File: config.mk
export PLATFORM = sky130hd
export DESIGN_NAME = rms_deviation_across_traces_unit_flat
export DESIGN_NICKNAME = d
export VERILOG_FILES = /design/src/rtl/core/rmsd_pkg.sv /design/src/rtl/core/rmsd_in_if.sv /design/src/rtl/core/rmsd_out_if.sv /design/src/rtl/core/rmsd_accum.sv /design/src/rtl/core/rmsd_divider.sv /design/src/rtl/core/rmsd_sqrt.sv /design/src/rtl/core/rms_deviation_across_traces_unit.sv /design/src/flat_wrapper.sv
export SDC_FILE = /design/constraint.sdc
export NUM_CORES = 1
export LEC_CHECK = 0
export BUFFER_PORTS_ARGS = -buffer_cell sky130_fd_sc_hd__buf_2
export CORE_UTILIZATION = 35
export CTS_BUF_LIST = sky130_fd_sc_hd__clkbuf_4 sky130_fd_sc_hd__clkbuf_8 sky130_fd_sc_hd__clkbuf_16
export DETAILED_ROUTE_END_ITERATION = 8
export SLEW_MARGIN = 20
export SYNTH_ARGS = -nofsm -noshare
export SYNTH_HDL_FRONTEND = slang
export SYNTH_SLANG_ARGS = --single-unit
File: constraint.sdc
create_clock -name clk_i -period 9.2 [get_ports clk_i]
set_input_delay 0.46 -clock clk_i [delete_from_list [all_inputs] [get_ports clk_i]]
set_output_delay 0.46 -clock clk_i [all_outputs]
set_load 0.1 [all_outputs]
File: src/rtl/core/rmsd_pkg.sv
// Shared types for the RMS deviation block.
package rmsd_pkg;

  // Status that each serial unit reports back to the controller.
  typedef struct packed {
    logic busy;
    logic done;
  } unit_status_t;

endpackage

File: src/rtl/core/rmsd_in_if.sv
// Input channel: one station sample per transaction.
interface rmsd_in_if #(
  parameter int unsigned SAMPLE_BITS = 16
) ();
  logic                          valid;
  logic                          ready;
  logic signed [SAMPLE_BITS-1:0] ref_sample;
  logic signed [SAMPLE_BITS-1:0] trace_sample;
  logic                          station_bad;
  logic                          weight_positive;
  logic                          last_station;

  modport source (
    output valid, ref_sample, trace_sample, station_bad, weight_positive, last_station,
    input  ready
  );
  modport sink (
    input  valid, ref_sample, trace_sample, station_bad, weight_positive, last_station,
    output ready
  );
endinterface

File: src/rtl/core/rmsd_out_if.sv
// Output channel: one deviation result per transaction.
interface rmsd_out_if #(
  parameter int unsigned SAMPLE_BITS = 16
) ();
  logic                          valid;
  logic                          ready;
  logic        [SAMPLE_BITS-1:0] deviation;
  logic signed [SAMPLE_BITS+1:0] upper_bound;
  logic signed [SAMPLE_BITS+1:0] lower_bound;
  logic                          none_usable;

  modport source (
    output valid, deviation, upper_bound, lower_bound, none_usable,
    input  ready
  );
  modport sink (
    input  valid, deviation, upper_bound, lower_bound, none_usable,
    output ready
  );
endinterface

File: src/rtl/core/rmsd_accum.sv
// Bit-serial square and accumulate of difference magnitudes, with the usable count.
module rmsd_accum #(
  parameter int unsigned SAMPLE_BITS  = 16,
  parameter int unsigned MAX_STATIONS = 256,
  localparam int unsigned CW  = $clog2(MAX_STATIONS + 1),
  localparam int unsigned PW  = 2 * SAMPLE_BITS,
  localparam int unsigned SW  = PW + CW
) (
  input  logic                      clk_i,
  input  logic                      rst_ni,
  input  logic                      start_i,
  input  logic                      clear_i,
  input  logic [SAMPLE_BITS-1:0]    mag_i,
  output logic [SW-1:0]             sum_o,
  output logic [CW-1:0]             count_o,
  output rmsd_pkg::unit_status_t    status_o
);
  localparam int unsigned BCW = $clog2(SAMPLE_BITS);

  logic [SW-1:0]          sum_q, sum_d;
  logic [CW-1:0]          count_q, count_d;
  logic                   busy_q, busy_d;
  logic                   done_q, done_d;
  logic [BCW-1:0]         step_q, step_d;
  logic [PW-1:0]          mcand_q, mcand_d;
  logic [SAMPLE_BITS-1:0] mplier_q, mplier_d;

  // One multiplier bit per cycle: the shifted magnitude is added straight into the sum.
  always_comb begin
    sum_d    = sum_q;
    count_d  = count_q;
    busy_d   = busy_q;
    done_d   = 1'b0;
    step_d   = step_q;
    mcand_d  = mcand_q;
    mplier_d = mplier_q;
    if (clear_i) begin
      sum_d   = '0;
      count_d = '0;
    end else if (start_i) begin
      mcand_d  = {{SAMPLE_BITS{1'b0}}, mag_i};
      mplier_d = mag_i;
      step_d   = BCW'(SAMPLE_BITS - 1);
      busy_d   = 1'b1;
      count_d  = count_q + CW'(1);
    end else if (busy_q) begin
      if (mplier_q[0]) begin
        sum_d = sum_q + SW'(mcand_q);
      end
      mcand_d  = {mcand_q[PW-2:0], 1'b0};
      mplier_d = {1'b0, mplier_q[SAMPLE_BITS-1:1]};
      step_d   = step_q - BCW'(1);
      if (step_q == '0) begin
        busy_d = 1'b0;
        done_d = 1'b1;
      end
    end
  end

  always_ff @(posedge clk_i or negedge rst_ni) begin
    if (!rst_ni) begin
      sum_q   <= '0;
      count_q <= '0;
      busy_q  <= 1'b0;
      done_q  <= 1'b0;
      step_q  <= '0;
    end else begin
      sum_q   <= sum_d;
      count_q <= count_d;
      busy_q  <= busy_d;
      done_q  <= done_d;
      step_q  <= step_d;
    end
  end

  always_ff @(posedge clk_i) begin
    mcand_q  <= mcand_d;
    mplier_q <= mplier_d;
  end

  assign sum_o           = sum_q;
  assign count_o         = count_q;
  assign status_o.busy   = busy_q;
  assign status_o.done   = done_q;
endmodule

File: src/rtl/core/rmsd_divider.sv
// Restoring divider, one quotient bit per cycle, for the mean of the squared sum.
module rmsd_divider #(
  parameter int unsigned SAMPLE_BITS  = 16,
  parameter int unsigned MAX_STATIONS = 256,
  localparam int unsigned CW  = $clog2(MAX_STATIONS + 1),
  localparam int unsigned QW  = 2 * SAMPLE_BITS,
  localparam int unsigned SW  = QW + CW
) (
  input  logic                   clk_i,
  input  logic                   rst_ni,
  input  logic                   start_i,
  input  logic [SW-1:0]          dividend_i,
  input  logic [CW-1:0]          divisor_i,
  output logic [QW-1:0]          quotient_o,
  output rmsd_pkg::unit_status_t status_o
);
  localparam int unsigned SCW = $clog2(QW);

  logic [CW-1:0]  rem_q, rem_d;
  logic [QW-1:0]  quo_q, quo_d;
  logic [CW-1:0]  dvs_q, dvs_d;
  logic [SCW-1:0] step_q, step_d;
  logic           busy_q, busy_d;
  logic           done_q, done_d;
  logic [CW:0]    trial;
  logic           fits;

  // Every square is below 2**QW, so the upper dividend bits are already below the divisor.
  assign trial = {rem_q, quo_q[QW-1]};
  assign fits  = trial >= {1'b0, dvs_q};

  always_comb begin
    rem_d  = rem_q;
    quo_d  = quo_q;
    dvs_d  = dvs_q;
    step_d = step_q;
    busy_d = busy_q;
    done_d = 1'b0;
    if (start_i) begin
      rem_d  = dividend_i[SW-1:QW];
      quo_d  = dividend_i[QW-1:0];
      dvs_d  = divisor_i;
      step_d = SCW'(QW - 1);
      busy_d = 1'b1;
    end else if (busy_q) begin
      if (fits) begin
        rem_d = CW'(trial - {1'b0, dvs_q});
      end else begin
        rem_d = trial[CW-1:0];
      end
      quo_d  = {quo_q[QW-2:0], fits};
      step_d = step_q - SCW'(1);
      if (step_q == '0) begin
        busy_d = 1'b0;
        done_d = 1'b1;
      end
    end
  end

  always_ff @(posedge clk_i or negedge rst_ni) begin
    if (!rst_ni) begin
      busy_q <= 1'b0;
      done_q <= 1'b0;
      step_q <= '0;
    end else begin
      busy_q <= busy_d;
      done_q <= done_d;
      step_q <= step_d;
    end
  end

  always_ff @(posedge clk_i) begin
    rem_q <= rem_d;
    quo_q <= quo_d;
    dvs_q <= dvs_d;
  end

  assign quotient_o    = quo_q;
  assign status_o.busy = busy_q;
  assign status_o.done = done_q;
endmodule

File: src/rtl/core/rmsd_sqrt.sv
// Digit-by-digit integer square root, two radicand bits per cycle.
module rmsd_sqrt #(
  parameter int unsigned SAMPLE_BITS = 16,
  localparam int unsigned QW = 2 * SAMPLE_BITS
) (
  input  logic                   clk_i,
  input  logic                   rst_ni,
  input  logic                   start_i,
  input  logic [QW-1:0]          radicand_i,
  output logic [SAMPLE_BITS-1:0] root_o,
  output rmsd_pkg::unit_status_t status_o
);
  localparam int unsigned RW  = SAMPLE_BITS + 2;
  localparam int unsigned SCW = $clog2(SAMPLE_BITS);

  logic [QW-1:0]          rad_q, rad_d;
  logic [RW-1:0]          rem_q, rem_d;
  logic [SAMPLE_BITS-1:0] root_q, root_d;
  logic [SCW-1:0]         step_q, step_d;
  logic                   busy_q, busy_d;
  logic                   done_q, done_d;
  logic [RW+1:0]          cur;
  logic [RW+1:0]          trial;
  logic                   fits;

  assign cur   = {rem_q, rad_q[QW-1:QW-2]};
  assign trial = {2'b00, root_q, 2'b01};
  assign fits  = cur >= trial;

  always_comb begin
    rad_d  = rad_q;
    rem_d  = rem_q;
    root_d = root_q;
    step_d = step_q;
    busy_d = busy_q;
    done_d = 1'b0;
    if (start_i) begin
      rad_d  = radicand_i;
      rem_d  = '0;
      root_d = '0;
      step_d = SCW'(SAMPLE_BITS - 1);
      busy_d = 1'b1;
    end else if (busy_q) begin
      if (fits) begin
        rem_d = RW'(cur - trial);
      end else begin
        rem_d = cur[RW-1:0];
      end
      rad_d  = {rad_q[QW-3:0], 2'b00};
      root_d = {root_q[SAMPLE_BITS-2:0], fits};
      step_d = step_q - SCW'(1);
      if (step_q == '0) begin
        busy_d = 1'b0;
        done_d = 1'b1;
      end
    end
  end

  always_ff @(posedge clk_i or negedge rst_ni) begin
    if (!rst_ni) begin
      busy_q <= 1'b0;
      done_q <= 1'b0;
      step_q <= '0;
    end else begin
      busy_q <= busy_d;
      done_q <= done_d;
      step_q <= step_d;
    end
  end

  always_ff @(posedge clk_i) begin
    rad_q  <= rad_d;
    rem_q  <= rem_d;
    root_q <= root_d;
  end

  assign root_o        = root_q;
  assign status_o.busy = busy_q;
  assign status_o.done = done_q;
endmodule

File: src/rtl/core/rms_deviation_across_traces_unit.sv
// Top level: RMS deviation of station traces around a reference sample.
//
//   Channel  Dir  Carries
//   in_i     in   ref_sample, trace_sample, station_bad, weight_positive, last_station
//   out_o    out  deviation, upper_bound, lower_bound, none_usable
//
// A usable station holds in_i off until the bit-serial square-and-add into the running
// sum is done; a station that is not usable is taken without holding in_i off.
// After the last station ST_DIV runs the divider and ST_ROOT the root, and ST_OUT
// registers the result; with no usable station ST_LAST goes straight to ST_OUT.
// Reset clears the sums, the count and all handshakes; no clearing pass is needed.
// The result register holds a transaction while out_o stalls; accumulation of the
// next point continues, and only its final result waits for the register to free up.
module rms_deviation_across_traces_unit #(
  parameter int unsigned MAX_STATIONS = 256,
  parameter int unsigned SAMPLE_BITS  = 16
) (
  input  logic              clk_i,
  input  logic              rst_ni,
  rmsd_in_if.sink           in_i,
  rmsd_out_if.source        out_o
);
  localparam int unsigned CW = $clog2(MAX_STATIONS + 1);
  localparam int unsigned QW = 2 * SAMPLE_BITS;
  localparam int unsigned SW = QW + CW;
  localparam int unsigned BW = SAMPLE_BITS + 2;
  localparam logic [CW-1:0] MaxCount = CW'(MAX_STATIONS);

  typedef enum logic [2:0] {
    ST_IDLE,
    ST_LAST,
    ST_DIV,
    ST_ROOT,
    ST_OUT
  } state_e;

  state_e                        state_q;
  logic signed [SAMPLE_BITS-1:0] ref_q;
  logic                          none_q;
  logic                          none_q_out;
  logic                          out_valid_q;
  logic [SAMPLE_BITS-1:0]        dev_q;
  logic signed [BW-1:0]          upper_q;
  logic signed [BW-1:0]          lower_q;

  logic                          accept;
  logic                          usable;
  logic signed [SAMPLE_BITS:0]   diff;
  logic [SAMPLE_BITS:0]          diff_abs;
  logic [SAMPLE_BITS-1:0]        mag;
  logic                          acc_clear;
  logic                          div_start;
  logic                          root_start;
  logic                          slot_free;
  logic [SAMPLE_BITS-1:0]        dev_sel;
  logic signed [BW-1:0]          ref_ext;
  logic signed [BW-1:0]          dev_ext;

  logic [SW-1:0]                 sum;
  logic [CW-1:0]                 count;
  logic [QW-1:0]                 quotient;
  logic [SAMPLE_BITS-1:0]        root;
  rmsd_pkg::unit_status_t        acc_st;
  rmsd_pkg::unit_status_t        div_st;
  rmsd_pkg::unit_status_t        root_st;

  assign in_i.ready = (state_q == ST_IDLE) && !acc_st.busy;
  assign accept     = in_i.valid && in_i.ready;
  assign usable     = !in_i.station_bad && in_i.weight_positive && (count < MaxCount);

  // The difference of two samples never reaches 2**SAMPLE_BITS in magnitude.
  assign diff     = (SAMPLE_BITS + 1)'(in_i.ref_sample) - (SAMPLE_BITS + 1)'(in_i.trace_sample);
  assign diff_abs = diff[SAMPLE_BITS] ? (SAMPLE_BITS + 1)'(-diff) : diff;
  assign mag      = diff_abs[SAMPLE_BITS-1:0];

  assign acc_clear  = (state_q == ST_LAST) && !acc_st.busy;
  assign div_start  = acc_clear && (count != '0);
  assign root_start = (state_q == ST_DIV) && div_st.done;
  assign slot_free  = !out_valid_q || out_o.ready;

  assign dev_sel = none_q ? '0 : root;
  assign ref_ext = BW'(ref_q);
  assign dev_ext = BW'({2'b00, dev_sel});

  rmsd_accum #(
    .SAMPLE_BITS  (SAMPLE_BITS),
    .MAX_STATIONS (MAX_STATIONS)
  ) u_accum (
    .clk_i    (clk_i),
    .rst_ni   (rst_ni),
    .start_i  (accept && usable),
    .clear_i  (acc_clear),
    .mag_i    (mag),
    .sum_o    (sum),
    .count_o  (count),
    .status_o (acc_st)
  );

  rmsd_divider #(
    .SAMPLE_BITS  (SAMPLE_BITS),
    .MAX_STATIONS (MAX_STATIONS)
  ) u_divider (
    .clk_i      (clk_i),
    .rst_ni     (rst_ni),
    .start_i    (div_start),
    .dividend_i (sum),
    .divisor_i  (count),
    .quotient_o (quotient),
    .status_o   (div_st)
  );

  rmsd_sqrt #(
    .SAMPLE_BITS (SAMPLE_BITS)
  ) u_sqrt (
    .clk_i      (clk_i),
    .rst_ni     (rst_ni),
    .start_i    (root_start),
    .radicand_i (quotient),
    .root_o     (root),
    .status_o   (root_st)
  );

  always_ff @(posedge clk_i or negedge rst_ni) begin
    if (!rst_ni) begin
      state_q     <= ST_IDLE;
      ref_q       <= '0;
      none_q      <= 1'b0;
      out_valid_q <= 1'b0;
      dev_q       <= '0;
      upper_q     <= '0;
      lower_q     <= '0;
    end else begin
      // In ST_OUT the slot is free whenever the held transaction leaves, so it reloads.
      if (out_valid_q && out_o.ready && (state_q != ST_OUT)) begin
        out_valid_q <= 1'b0;
      end
      case (state_q)
        ST_IDLE: begin
          if (accept && in_i.last_station) begin
            ref_q   <= in_i.ref_sample;
            state_q <= ST_LAST;
          end
        end
        ST_LAST: begin
          // Wait for the last station's square to land in the sum.
          if (!acc_st.busy) begin
            none_q  <= (count == '0);
            state_q <= (count == '0) ? ST_OUT : ST_DIV;
          end
        end
        ST_DIV: begin
          if (div_st.done) begin
            state_q <= ST_ROOT;
          end
        end
        ST_ROOT: begin
          if (root_st.done) begin
            state_q <= ST_OUT;
          end
        end
        ST_OUT: begin
          if (slot_free) begin
            out_valid_q <= 1'b1;
            dev_q       <= dev_sel;
            upper_q     <= ref_ext + dev_ext;
            lower_q     <= ref_ext - dev_ext;
            state_q     <= ST_IDLE;
          end
        end
        default: begin
          state_q <= ST_IDLE;
        end
      endcase
    end
  end

  assign out_o.valid       = out_valid_q;
  assign out_o.deviation   = dev_q;
  assign out_o.upper_bound = upper_q;
  assign out_o.lower_bound = lower_q;
  assign out_o.none_usable = none_q_out;

  always_ff @(posedge clk_i or negedge rst_ni) begin
    if (!rst_ni) begin
      none_q_out <= 1'b0;
    end else if (state_q == ST_OUT && slot_free) begin
      none_q_out <= none_q;
    end
  end
endmodule

File: src/flat_wrapper.sv
// flat-port wrapper written by rule: the top's interface ports become plain ports
module rms_deviation_across_traces_unit_flat 
#(
  parameter int unsigned MAX_STATIONS = 256,
  parameter int unsigned SAMPLE_BITS  = 16
)
  (clk_i, rst_ni, in_i_valid, in_i_ref_sample, in_i_trace_sample, in_i_station_bad, in_i_weight_positive, in_i_last_station, in_i_ready, out_o_valid, out_o_deviation, out_o_upper_bound, out_o_lower_bound, out_o_none_usable, out_o_ready);
  rmsd_in_if #(.SAMPLE_BITS(SAMPLE_BITS)) in_i_i ();
  rmsd_out_if #(.SAMPLE_BITS(SAMPLE_BITS)) out_o_i ();
  input  logic clk_i;
  input  logic rst_ni;
  input wire logic [$bits(in_i_i.valid)-1:0] in_i_valid;
  input wire logic [$bits(in_i_i.ref_sample)-1:0] in_i_ref_sample;
  input wire logic [$bits(in_i_i.trace_sample)-1:0] in_i_trace_sample;
  input wire logic [$bits(in_i_i.station_bad)-1:0] in_i_station_bad;
  input wire logic [$bits(in_i_i.weight_positive)-1:0] in_i_weight_positive;
  input wire logic [$bits(in_i_i.last_station)-1:0] in_i_last_station;
  output wire logic [$bits(in_i_i.ready)-1:0] in_i_ready;
  output wire logic [$bits(out_o_i.valid)-1:0] out_o_valid;
  output wire logic [$bits(out_o_i.deviation)-1:0] out_o_deviation;
  output wire logic [$bits(out_o_i.upper_bound)-1:0] out_o_upper_bound;
  output wire logic [$bits(out_o_i.lower_bound)-1:0] out_o_lower_bound;
  output wire logic [$bits(out_o_i.none_usable)-1:0] out_o_none_usable;
  input wire logic [$bits(out_o_i.ready)-1:0] out_o_ready;
  assign in_i_i.valid = in_i_valid;
  assign in_i_i.ref_sample = in_i_ref_sample;
  assign in_i_i.trace_sample = in_i_trace_sample;
  assign in_i_i.station_bad = in_i_station_bad;
  assign in_i_i.weight_positive = in_i_weight_positive;
  assign in_i_i.last_station = in_i_last_station;
  assign in_i_ready = in_i_i.ready;
  assign out_o_valid = out_o_i.valid;
  assign out_o_deviation = out_o_i.deviation;
  assign out_o_upper_bound = out_o_i.upper_bound;
  assign out_o_lower_bound = out_o_i.lower_bound;
  assign out_o_none_usable = out_o_i.none_usable;
  assign out_o_i.ready = out_o_ready;
  rms_deviation_across_traces_unit #(.MAX_STATIONS(MAX_STATIONS), .SAMPLE_BITS(SAMPLE_BITS)) u_core (.clk_i(clk_i), .rst_ni(rst_ni), .in_i(in_i_i), .out_o(out_o_i));
endmodule
## Yosys cells after proc, flatten, opt, wreduce, memory -nomap -nowiden

Cells that the tools add are included.

- Bits in registers: 306
- Input bits: 39
- Output and inout port bits: 55

- Add/subtract/negate cells: 11
- Magnitude comparators: 3
- Equal/unequal tests: 11
- Muxes and demuxes: 51
- Bitwise gates (word level): 2
- Reductions and logical operators: 34

Operator list:

| operator | number |
|---|---|
| 2-to-1 mux 41 bit | 4 |
| 2-to-1 mux 32 bit | 5 |
| 2-to-1 mux 16 bit | 5 |
| 2-to-1 mux 9 bit | 5 |
| adder 41 x 32 -> 41 bit | 1 |
| >= comparator 20 x 18 -> 1 bit | 1 |
| adder 16 x 17 -> 18 bit | 1 |
| 2-to-1 mux 1 bit | 18 |
| 2-to-1 mux 18 bit | 1 |
| 2-to-1 mux 3 bit | 6 |
| subtractor 16 x 17 -> 18 bit | 1 |
| subtractor 18 bit | 1 |
| subtractor 16 x 16 -> 17 bit | 1 |
| 2-to-1 mux 4 bit | 4 |
| negator 16 bit | 1 |
| one-hot mux 3 bit (5 select lines) | 1 |
| logical AND 1 bit | 12 |
| nonzero test 2 bit | 6 |
| >= comparator 10 x 9 -> 1 bit | 1 |
| 2-to-1 mux 5 bit | 2 |
| adder 9 x 1 -> 9 bit, second input constant | 1 |
| zero test 9 bit | 1 |
| less-than comparator 9 bit, second input constant | 1 |
| nonzero test 9 bit | 1 |
| 18 further kinds | 31 |

## Logic depth before layout (Yosys ltp)

- Depth in word-level cells: 6
- Depth in mapped cells: 14
- Mapped depth without buffers: 14

## By module

Synthesis repeated with hierarchy kept, for this count alone.

- Cells, all modules: 1866
- Area total of the unflattened synthesis: 18552.8 sq um

By module, submodules not included:

| module | times used | cells each | area an instance (sq um) | seq. area each (sq um) |
|---|---|---|---|---|
| rmsd_accum | 1 | 624 | 6135.9 | 2842.7 |
| rms_deviation_across_traces_unit | 1 | 656 | 5597.9 | 1826.8 |
| rmsd_sqrt | 1 | 371 | 3928.8 | 1791.7 |
| rmsd_divider | 1 | 215 | 2890.3 | 1676.6 |

## Worst setup path before layout

No wires, ideal clock.

- Kind: register -> register
- Start: register u_core.state_q[2]
- End: register u_core.u_accum.mcand_q[0], enable pin
- Library setup time: 0.413 ns
- Arrival: 5.768 ns
- Data required time: 8.787 ns
- Slack: 3.019 ns
- Stages on the path, launching flop included: 5
- Clock period less this slack: 6.181 ns
- Cell sequence: dfrtp_1 > clkbuf_1 > nor4_1 > nand4_1 > nand2b_1

- Longest elaborated chain between the ends: 6

Ends and longest elaborated chain:

| item | RTL line | source |
|---|---|---|
| start: declaration | rms_deviation_across_traces_unit.sv:37 | `state_e state_q;` |
| start signal: assignment | rms_deviation_across_traces_unit.sv:148 | `state_q <= (count == '0) ? ST_OUT : ST_DIV;` |
| zero test 3 bit | rms_deviation_across_traces_unit.sv:67 | `assign in_i.ready = (state_q == ST_IDLE) && !acc_st.busy;` |
| logical AND 1 bit | rms_deviation_across_traces_unit.sv:67 |  |
| named net in_i_ready | flat_wrapper.sv:18 | `output wire logic [$bits(in_i_i.ready)-1:0] in_i_ready;` |
| logical AND 1 bit | rms_deviation_across_traces_unit.sv:68 | `assign accept = in_i.valid && in_i.ready;` |
| logical AND 1 bit | rms_deviation_across_traces_unit.sv:91 | `.start_i (accept && usable),` |
| nonzero test 2 bit (no source line) | - |  |
| AND reduction 2 bit (no source line) | - |  |
| end signal: assignment | rmsd_accum.sv:77 | `mcand_q <= mcand_d;` |
| end: declaration | rmsd_accum.sv:25 | `logic [PW-1:0] mcand_q, mcand_d;` |

The timed path passes the listed nets, and every way through them passes these cells.
A chain may end at the register's enable or synchronous reset.

## Final worst setup path

- Start: register u_core.u_sqrt.root_q[3], in the netlist u_core.u_sqrt.root_o[3]
- End: register u_core.u_sqrt.rem_q[13]

- Longest elaborated chain between the ends: 2

Ends and longest elaborated chain:

| item | RTL line | source |
|---|---|---|
| start: declaration | rmsd_sqrt.sv:18 | `logic [SAMPLE_BITS-1:0] root_q, root_d;` |
| start signal: assignment | rmsd_sqrt.sv:74 | `root_q <= root_d;` |
| subtractor 18 bit / >= comparator 20 x 18 -> 1 bit (equally long branches) | rmsd_sqrt.sv:45, rmsd_sqrt.sv:28 |  |
| 2-to-1 mux 18 bit * | rmsd_sqrt.sv:44 | `if (fits) begin` |
| end signal: assignment | rmsd_sqrt.sv:73 | `rem_q <= rem_d;` |
| end: declaration | rmsd_sqrt.sv:17 | `logic [RW-1:0] rem_q, rem_d;` |

Every way passes the cells marked *; elsewhere a longest branch is shown, timed or not.

==> flow_summary.ini <==
[timing]
tns_ns = 0
max_freq_ghz = 0.287
report.final.hold_viol_count = 0
tightestPinTransition_ns = 1.05
whs_ns = 0.180
fin_crit_sh = 0.378
finClkSkew_ns = 0.0252
min_period_ns = 3.48
slew_violations = 0
fin_ws_ns = 5.72
setup_viol = 0
slew_headroom = 0.302
rsz0062_at_grt = no

[final_layout]
fill_cells = 5037
final_common_cell = nand2_1
area_growth_pct = 13.1
final_cells = 2691
final_cell_mix = nand2_1 (353), o21ai_0 (167), dfrtp_1 (140), edfxtp_1 (130), nor2_1 (129)
diodes = 0
drive_gt1_frac = 0.109
finalNetCount = 2152

[global_route]
grt_overflow = 0
grt_pass1_vias = 13605
grt_start_max_net_pins = 101
grt_use_total = 0.162
antenna_found_initial = 0
grt_pass1_wl_um = 69600

[critical_path]
ff2ff_path_depth = 11
cp.depth = 11
setup.worst_path.start = u_core.u_sqrt.root_o[3]$_SDFFE_PP0P_
cpPeakStageDelay_ns = 0.82
path_delay_family = compound AO/OA/AOI/OAI gates
path_buf_inv = 1
path_max_fanout = 23
start_kind = register
cp.required_ns = 9.65
r2r_end = u_core.u_sqrt.rem_q[13]$_SDFFE_PP0P_
reg2reg_from = u_core.u_sqrt.root_o[3]$_SDFFE_PP0P_
critPathKind = register to register
crit_path_end_kind = register
rrSetupSlack_ns = 5.72
cpMostUsedCell = a21o_1
arrival_ns = 3.93
path_cells = inv_1 -> ha_1 -> a21o_1 -> a21o_1 -> a21o_1 -> a221oi_4 -> a31oi_1 -> a2111o_1 -> nand2_1 -> o21ai_0 -> nor3_1
cpMaxStageDelayCell = a2111o_1
cp-endpoint = u_core.u_sqrt.rem_q[13]$_SDFFE_PP0P_

[floorplan]
dieArea_um2 = 51900
core_um2 = 50300
pin_count = 94
initial_core_util = 0.355
rows = 82
fp.dieW_um = 228
die_h_um = 228

[power]
ir_drop_mv = 0.115
p_per_area_nw_per_um2 = 149
power_leakage_nw = 8.93
finalPower_mw = 3.00

[routing]
wl_met1_um = 19900
wl_met3_um = 1200
routed_wl_um = 42400
antenna_left = 0
num_vias = 13688
drtIter0Drc = 760
wl_per_cell_um = 15.8
firstDrtPassIters = 5
top_layer = met4
route.detailed.drc = 0
vias_per_cell = 5.09
met2WireLength_um = 20400

[status]
status = complete, no violations

[logic_synthesis]
synth_seq_cells = 305
synth_edf_count = 130
syn_inst = 1930
synth_flop_cell = dfrtp_1
async_reset_ff_frac = 0.462
yosys_warnings = 0
ys_seq_area_frac = 0.454
netlist_area_um2 = 17900
synth.distinct_cells = 73
yosysTopAreaCell = edfxtp_1
yosys-top-cells-area = edfxtp_1 (22%), dfrtp_1 (20%), ha_1 (8.1%), nand2_1 (7.4%), o21ai_0 (4.7%)
netlist.area_leader.share = 0.219
avgSynthCellArea_um2 = 9.25
synth_nets = 2089

[clock_network]
cts_buffers = 36
cts_root_buf = clkbuf_16
clock_path_buffers = 3
cts_setup_buffers = 0
cts_tree = done
clk_latency_ns = 0.55
cts_sinks = 305
clk_pin_slew_worst_paths_ns = 0.06
h-tree-depth = 2

[placement]
dp.final_hpwl_um = 29800
placed_cells = 2626
numPortBuffers = 93
gp_routability_congestion = 0.919
pre_cts_ws_ns = 5.62

[flow_run]
cap_viol_max_count = 0

[hold_path]
hp-class = input pin to register
layer usage:
metal	global-route usage	up-vias
met4	0.0503	0
met1	0.214	6609
met5	0	-
li1	-	6844
met2	0.276	177
met3	0.0210	58
worst min path at each step:
stage / from / to / slack [ns] / cells past startpoint
final: in_i_ref_sample[4] / u_core.ref_q[4]$_DFFE_PN0P_ / 0.18 / 2
after global routing: in_i_ref_sample[7] / u_core.ref_q[7]$_DFFE_PN0P_ / 0.16 / 2
after CTS: in_i_ref_sample[4] / u_core.ref_q[4]$_DFFE_PN0P_ / 0.16 / 2
after detailed placement: u_core.out_o.deviation[10]$_DFFE_PN0P_ / u_core.out_o.deviation[10]$_DFFE_PN0P_ / 0.47 / 2
after global placement: u_core.out_o.deviation[3]$_DFFE_PN0P_ / u_core.out_o.deviation[3]$_DFFE_PN0P_ / 0.46 / 2
after floorplan: rst_ni / u_core.none_q$_DFFE_PN0P_ / 0.16 / 0
repair_timing:
action	in CTS	in global routing
endpoints found under the hold margin	20	0
resized for setup	0	0
hold buffers	1	0
report_power, final:
| group | internal, mW | switching [mW] | total, mW |
|---|---|---|---|
| clock network | 0.883 | 0.570 | 1.45 |
| registers | 1.41 | 0.0000000000000000245 | 1.41 |
| logic | 0.0521 | 0.0854 | 0.138 |
| total | 2.34 | 0.656 | 3.00 |
worst register-to-register path: stages (launching register included):
cell,delay (ns)
dfxtp_1,0.36
inv_1,0.06
ha_1,0.34
a21o_1,0.21
a21o_1,0.17
a21o_1,0.25
a221oi_4,0.41
a31oi_1,0.15
a2111o_1,0.82
nand2_1,0.36
o21ai_0,0.13
nor3_1,0.14
per-stage QoR:
step / utilization / instance area, µm²
after CTS: 0.402 / 20200
after global routing: 0.402 / 20200
after detailed placement: 0.377 / 19000
final: 0.402 / 20200
after floorplan: - / 17900
after global placement: 0.377 / 19000
logic make-up (layout without fill, tap and decap cells):
group	after synthesis	count (layout)	share of synthesized area
simple gates	709	709	0.180
compound gates	425	425	0.145
flops	305	305	0.454
buf+inv	194	283	0.0413
fa+ha+maj	120	120	0.0862
xor+xnor	115	115	0.0564
mux	62	62	0.0370
sequential cells by signal, summed over array words and instances, names as in the netlist, 16 cells and up:
register and count:
u_core.out_o.upper_bound 17, u_core.u_accum.mplier_q 16, u_core.u_sqrt.rad_q 32, u_core.out_o.deviation 16
u_core.u_accum.mcand_q 32, u_core.u_accum.sum_o 41, u_core.ref_q 16, u_core.u_sqrt.rem_q 18
u_core.u_divider.quotient_o 32, u_core.out_o.lower_bound 18, u_core.u_sqrt.root_o 16
area by class of cell:
class / count / area [µm²] / share of cell area
Multi-Input combinational cell: 1431 / 9030 / 0.447
Timing Repair Buffer: 107 / 579 / 0.0287
Clock buffer: 58 / 1140 / 0.0566
Sequential cell: 305 / 8110 / 0.402
Clock inverter: 6 / 65.1 / 0.00322
Tap cell: 672 / 841 / 0.0416
Inverter: 112 / 420 / 0.0208
Yosys cell counts, types with 4 or more instances:
library cell,instances
nor3_1,26
or2_2,4
a21oi_1,95
and2_1,28
o2111ai_1,4
and4_1,4
o32ai_1,4
nor3b_1,8
a21o_1,33
o22ai_1,5
nor2_1,130
edfxtp_1,130
nand2_1,354
clkbuf_1,73
nand2b_1,34
dfrtp_1,141
a211oi_1,11
o211ai_1,8
inv_1,112
nand4_1,16
nor4b_1,4
ha_1,115
xor2_1,40
o21ai_0,167
or3_1,9
mux2i_1,30
o21a_1,21
o21ai_1,6
nor2b_1,16
and3_1,11
nand3b_1,4
mux2_2,32
fa_1,5
a31oi_1,15
o21bai_1,11
nor4_1,10
o31ai_1,8
buf_1,5
nand3_1,43
dfxtp_1,34
xnor2_1,75
Note: power is estimated with default switching activity, not from simulation.
